### src/rtl/aes_pkg.sv
package aes_pkg;

   localparam int NUM_ROUNDS = 10;
   localparam int CSR_IDX_W = 1;

   localparam logic [CSR_IDX_W-1:0] CSR_KEY_HIGH = 1'b0;
   localparam logic [CSR_IDX_W-1:0] CSR_KEY_LOW  = 1'b1;

   typedef struct packed {
      logic [63:0] plain_high;
      logic [63:0] plain_low;
   } req_type;

   typedef struct packed {
      logic [63:0] cipher_high;
      logic [63:0] cipher_low;
   } rsp_type;

   typedef logic [127:0] block_type;

   localparam logic [7:0] SBOX [256] = '{
      8'h63,8'h7C,8'h77,8'h7B,8'hF2,8'h6B,8'h6F,8'hC5,8'h30,8'h01,8'h67,8'h2B,8'hFE,8'hD7,8'hAB,8'h76,
      8'hCA,8'h82,8'hC9,8'h7D,8'hFA,8'h59,8'h47,8'hF0,8'hAD,8'hD4,8'hA2,8'hAF,8'h9C,8'hA4,8'h72,8'hC0,
      8'hB7,8'hFD,8'h93,8'h26,8'h36,8'h3F,8'hF7,8'hCC,8'h34,8'hA5,8'hE5,8'hF1,8'h71,8'hD8,8'h31,8'h15,
      8'h04,8'hC7,8'h23,8'hC3,8'h18,8'h96,8'h05,8'h9A,8'h07,8'h12,8'h80,8'hE2,8'hEB,8'h27,8'hB2,8'h75,
      8'h09,8'h83,8'h2C,8'h1A,8'h1B,8'h6E,8'h5A,8'hA0,8'h52,8'h3B,8'hD6,8'hB3,8'h29,8'hE3,8'h2F,8'h84,
      8'h53,8'hD1,8'h00,8'hED,8'h20,8'hFC,8'hB1,8'h5B,8'h6A,8'hCB,8'hBE,8'h39,8'h4A,8'h4C,8'h58,8'hCF,
      8'hD0,8'hEF,8'hAA,8'hFB,8'h43,8'h4D,8'h33,8'h85,8'h45,8'hF9,8'h02,8'h7F,8'h50,8'h3C,8'h9F,8'hA8,
      8'h51,8'hA3,8'h40,8'h8F,8'h92,8'h9D,8'h38,8'hF5,8'hBC,8'hB6,8'hDA,8'h21,8'h10,8'hFF,8'hF3,8'hD2,
      8'hCD,8'h0C,8'h13,8'hEC,8'h5F,8'h97,8'h44,8'h17,8'hC4,8'hA7,8'h7E,8'h3D,8'h64,8'h5D,8'h19,8'h73,
      8'h60,8'h81,8'h4F,8'hDC,8'h22,8'h2A,8'h90,8'h88,8'h46,8'hEE,8'hB8,8'h14,8'hDE,8'h5E,8'h0B,8'hDB,
      8'hE0,8'h32,8'h3A,8'h0A,8'h49,8'h06,8'h24,8'h5C,8'hC2,8'hD3,8'hAC,8'h62,8'h91,8'h95,8'hE4,8'h79,
      8'hE7,8'hC8,8'h37,8'h6D,8'h8D,8'hD5,8'h4E,8'hA9,8'h6C,8'h56,8'hF4,8'hEA,8'h65,8'h7A,8'hAE,8'h08,
      8'hBA,8'h78,8'h25,8'h2E,8'h1C,8'hA6,8'hB4,8'hC6,8'hE8,8'hDD,8'h74,8'h1F,8'h4B,8'hBD,8'h8B,8'h8A,
      8'h70,8'h3E,8'hB5,8'h66,8'h48,8'h03,8'hF6,8'h0E,8'h61,8'h35,8'h57,8'hB9,8'h86,8'hC1,8'h1D,8'h9E,
      8'hE1,8'hF8,8'h98,8'h11,8'h69,8'hD9,8'h8E,8'h94,8'h9B,8'h1E,8'h87,8'hE9,8'hCE,8'h55,8'h28,8'hDF,
      8'h8C,8'hA1,8'h89,8'h0D,8'hBF,8'hE6,8'h42,8'h68,8'h41,8'h99,8'h2D,8'h0F,8'hB0,8'h54,8'hBB,8'h16
   };

   localparam logic [7:0] RCON [NUM_ROUNDS] = '{
      8'h01,8'h02,8'h04,8'h08,8'h10,8'h20,8'h40,8'h80,8'h1B,8'h36
   };

   // byte k of a block: bits 127-8k downto 120-8k
   function automatic logic [7:0] gf_double(input logic [7:0] v);
      logic [7:0] d;
      d = {v[6:0], 1'b0};
      if (v[7]) d = d ^ 8'h1B;
      return d;
   endfunction

   function automatic block_type sub_shift(input block_type b);
      block_type t;
      for (int c = 0; c < 4; c++) begin
         for (int r = 0; r < 4; r++) begin
            t[127-8*(4*c+r) -: 8] = SBOX[b[127-8*(4*((c+r)%4)+r) -: 8]];
         end
      end
      return t;
   endfunction

   function automatic block_type mix_columns(input block_type b);
      block_type t;
      logic [7:0] a0, a1, a2, a3, s;
      for (int c = 0; c < 4; c++) begin
         a0 = b[127-32*c -: 8];
         a1 = b[119-32*c -: 8];
         a2 = b[111-32*c -: 8];
         a3 = b[103-32*c -: 8];
         s  = a0 ^ a1 ^ a2 ^ a3;
         t[127-32*c -: 8] = a0 ^ s ^ gf_double(a0 ^ a1);
         t[119-32*c -: 8] = a1 ^ s ^ gf_double(a1 ^ a2);
         t[111-32*c -: 8] = a2 ^ s ^ gf_double(a2 ^ a3);
         t[103-32*c -: 8] = a3 ^ s ^ gf_double(a3 ^ a0);
      end
      return t;
   endfunction

   function automatic block_type next_key(input block_type k, input logic [7:0] rc);
      block_type n;
      logic [31:0] t;
      t = {SBOX[k[23:16]] ^ rc, SBOX[k[15:8]], SBOX[k[7:0]], SBOX[k[31:24]]};
      n[127:96] = k[127:96] ^ t;
      n[95:64]  = k[95:64] ^ n[127:96];
      n[63:32]  = k[63:32] ^ n[95:64];
      n[31:0]   = k[31:0] ^ n[63:32];
      return n;
   endfunction

endpackage

### src/rtl/aes_key_sched.sv
module aes_key_sched (
   input  logic                          clock,
   input  logic                          reset,
   input  logic                          csr_wr_en,
   input  logic [aes_pkg::CSR_IDX_W-1:0] csr_index,
   input  logic [63:0]                   csr_wr_data,
   output aes_pkg::block_type            cipher_key
);
   import aes_pkg::*;

   logic [63:0] key_high_ff, key_low_ff;

   // hold the cipher key; round keys are expanded alongside each block
   always_ff @(posedge clock) begin
      if (reset) begin
         key_high_ff <= '0;
         key_low_ff  <= '0;
      end else begin
         if (csr_wr_en && csr_index == CSR_KEY_HIGH) key_high_ff <= csr_wr_data;
         if (csr_wr_en && csr_index == CSR_KEY_LOW)  key_low_ff  <= csr_wr_data;
      end
   end

   assign cipher_key = {key_high_ff, key_low_ff};
endmodule

### config.mk
export PLATFORM = sky130hd
export DESIGN_NAME = aes_key_sched
export DESIGN_NICKNAME = d
export VERILOG_FILES = /design/src/rtl/aes_pkg.sv /design/src/rtl/aes_key_sched.sv
export SDC_FILE = /design/constraint.sdc
export NUM_CORES = 1
export LEC_CHECK = 0
export BUFFER_PORTS_ARGS = -buffer_cell sky130_fd_sc_hd__buf_2
export CELL_PAD_IN_SITES_DETAIL_PLACEMENT = 0
export CELL_PAD_IN_SITES_GLOBAL_PLACEMENT = 1
export CORE_ASPECT_RATIO = 0.7
export CORE_MARGIN = 8
export CORE_UTILIZATION = 33
export CTS_CLUSTER_SIZE = 40
export DETAILED_ROUTE_END_ITERATION = 10
export PLACE_DENSITY = 0.82
export RECOVER_POWER = 25
export SYNTH_ARGS = -nofsm -noshare
export SYNTH_HDL_FRONTEND = slang
export SYNTH_SLANG_ARGS = --single-unit
### constraint.sdc
create_clock -name clock -period 0.9 [get_ports clock]
set_clock_uncertainty 0.15 [all_clocks]
set_input_delay 0.045 -clock clock [delete_from_list [all_inputs] [get_ports clock]]
set_output_delay 0.045 -clock clock [all_outputs]
set_load 0.05 [all_outputs]
==> impl_results.md <==
* I/O Pins at 196
* DRT iter0 DRCs at approximately 220
* Critical-path cell list: buf_8
* Worst relative slew slack at 0.817
* Syn_nets at 555
* Slew @ Worst Pin at between 0.2 and 0.3 ns
* Clk root buf: clkbuf_16
* CP startpoint kind: register
* WHS at -0.00876 ns
* Final Max Tran Viols at 0
* Minimum clock period at ~1.1 ns
* Routed vias/inst at about 4.4
* RD Place Congestion at about 0.74
* Buffers on Ports at 195
* Required @ worst endpoint at around 0.70 ns
* First-pass GRT wire length at 25.3 mm
* Max-Cap Viols at 0
* DR vias at between 4k and 5k
* Failing checks: negative hold slack, negative setup slack
* Combinational Power Share at 0.208
* Num rows at 38
* Status: finished, violations left
* Num CTS Buffers at 17
* Share of post-route cells with drive strength above 1 at 0.520
* Max incr delay on CP at roughly 0.36 ns
* Setup TNS at -24.80 ns
* Max FO, Critical Path at 2
* Clock Sinks at between 100 and 150
* Worst slack at placement at -0.254 ns
* Diode count at 0
* Clock Latency Late Sink at 0.40 ns
* Max rail drop VDD at between 0.001 and 0.0015 V
* CP Capture Type: output pin
* Slowest CP cell: dfxtp_1
* Critical path's top delay family: flip-flops
* Wire length per cell at 16.5 µm
* Final worst path period share at 1.24
* Overflow after GRT at 0
* PwrDens at 1730 nW/µm²
* Switching power at about 4400 µW
* All-layer global routing usage at 0.155
* Max frequency at 894 MHz
* WL final at about 17 mm
* # DRC at 0
* P&R area growth vs syn at 83.1%
* Finish-stage setup viols at 132
* Type of the worst min-delay path: in2reg
* Vias in the first global route at 4,891
* Antenna violations before repair at 0
* Fill count at roughly 1.1k
* Area of the multi-input gates at 2560 µm²
* Bufs and invs on worst path at 1
* Hpwl dp at 10.1 mm
* Die width at 167 µm
* Clk pwr share at 0.414
* Setup slack after layout at -0.218 ns
* Int Pwr at 12,200 µW
* CTS tree: yes
* Fin. Hold Viols at 2
* Sequential cell area fraction in the yosys report at 0.486
* Synth Cell Area at 5270 µm²
* Distinct cell type count after synthesis at 11
* Yosys Warn Count at 0
* Setup CP Type: reg2out
* Die Area at 20,300 µm²
* RSZ-0062 raised after global routing: true
* Placed cells at 860
* Seq pwr share at 0.379
* #FFs+latches synth at around 130
* Core area at roughly 16,000 µm²
* Synthesized netlist cell count at 487
* CTS HTree Levels at 4
* Switching part of the total at 0.267
* Worst-path clk slew at approximately 0.060 ns
* Non-Filler Instances at 1,006
* Register area at between 2000 and 3000 µm²
* First-pass iteration count of the detailed router at 4
* Syn avg cell area at about 11 µm²
* Initial core utilization at 0.339
* Largest net degree at the start of global routing at 78
* Pleak at approximately 0.0044 µW
* Worst Path Arrival at between 0.9 and 1 ns
* Longest Clk Path Bufs at 2
* DIE HEIGHT at approximately 120 µm
* Post-route ant nets at 0
* Layout Nets at between 800 and 900
## cell families after synthesis
kind of cell	after synthesis	share of synthesized area
AND/OR/NAND/NOR	196	0.232
multiplexers	128	0.243
flip-flops	128	0.486
buffers and inverters	35	0.0389
## cells in the mapped netlist
library cell,count,share of area
mux2i_1,128,0.24
dfxtp_1,128,0.49
buf_2,2,0.0019
nor2b_1,1,0.0012
buf_4,7,0.010
and2_1,1,0.0012
clkbuf_1,19,0.014
buf_6,6,0.013
buf_1,1,0.00071
nand2b_1,193,0.23
nand2_1,1,0.00071
## routing by layer
| metal | routed length [µm] | up-vias | track usage |
|---|---|---|---|
| met4 | 166 | 0 | 0.0505 |
| met2 | 8520 | 129 | 0.275 |
| met3 | 1390 | 11 | 0.0782 |
| met5 | 0 | - | 0 |
| li1 | - | 2206 | - |
| met1 | 6520 | 2101 | 0.159 |
## final timing paths
check | from | depth (start not counted) | endpoint | slack (ns)
max reg2reg | key_low_ff[51]$_SDFFE_PP0P_ | 4 | key_low_ff[51]$_SDFFE_PP0P_ | -0.06
max | key_low_ff[15]$_SDFFE_PP0P_ | 1 | cipher_key[15] | -0.22
min | reset | 4 | key_high_ff[55]$_SDFFE_PP0P_ | -0.009
min reg2reg | key_high_ff[59]$_SDFFE_PP0P_ | 2 | key_high_ff[59]$_SDFFE_PP0P_ | 0.34
## cell usage in the layout, fill, tap and decap left out, types with 4 or more instances in the layout
cell           instances
clkinv_2               4
buf_8                128
dlygate4sd3_1         65
nand2b_1             188
dfxtp_2              121
buf_4                 46
buf_2                 66
buf_12                 7
clkbuf_16             17
mux2i_1              128
nand2b_4               5
dfxtp_4                4
buf_6                 13
## power groups by stage
stage	clock network, µW	logic [µW]	registers, µW
6_report	6890	3460	6310
4_1_cts	7060	3320	6310
5_1_grt	7310	3610	6340
2_1_floorplan	0	762	7310
3_5_place_dp	0	2450	6300
3_3_place_gp	0	2410	6290
## per-stage QoR
stage / util / cell area [µm²] / total power [µW]
final: 0.621 / 9660 / 16700
after global routing: 0.621 / 9660 / 17300
after CTS: 0.603 / 9380 / 16700
after floorplan: - / 5430 / 8070
after detailed placement: 0.428 / 6660 / 8750
after global placement: 0.428 / 6660 / 8700
## sequential cells by signal (all words and copies together), names as in the netlist
register	count
key_high_ff	64
key_low_ff	64
## timing repair
| action | in CTS | in global routing |
|---|---|---|
| hold endpoints to repair | 128 | 1 |
| buffers inserted | 27 | 27 |
| endpoints found under the setup margin | 128 | 146 |
| gates cloned | 0 | 0 |
| gates resized for setup | 384 | 22 |
| hold buffers | 65 | 1 |
## cell type report
class,instances,area share
Clock buffer,22,0.0491
Clock inverter,7,0.0114
Multi-Input combinational cell,324,0.265
Sequential cell,128,0.283
Timing Repair Buffer,325,0.366
Tap cell,200,0.0259
Power figures use the tool's default switching activity.
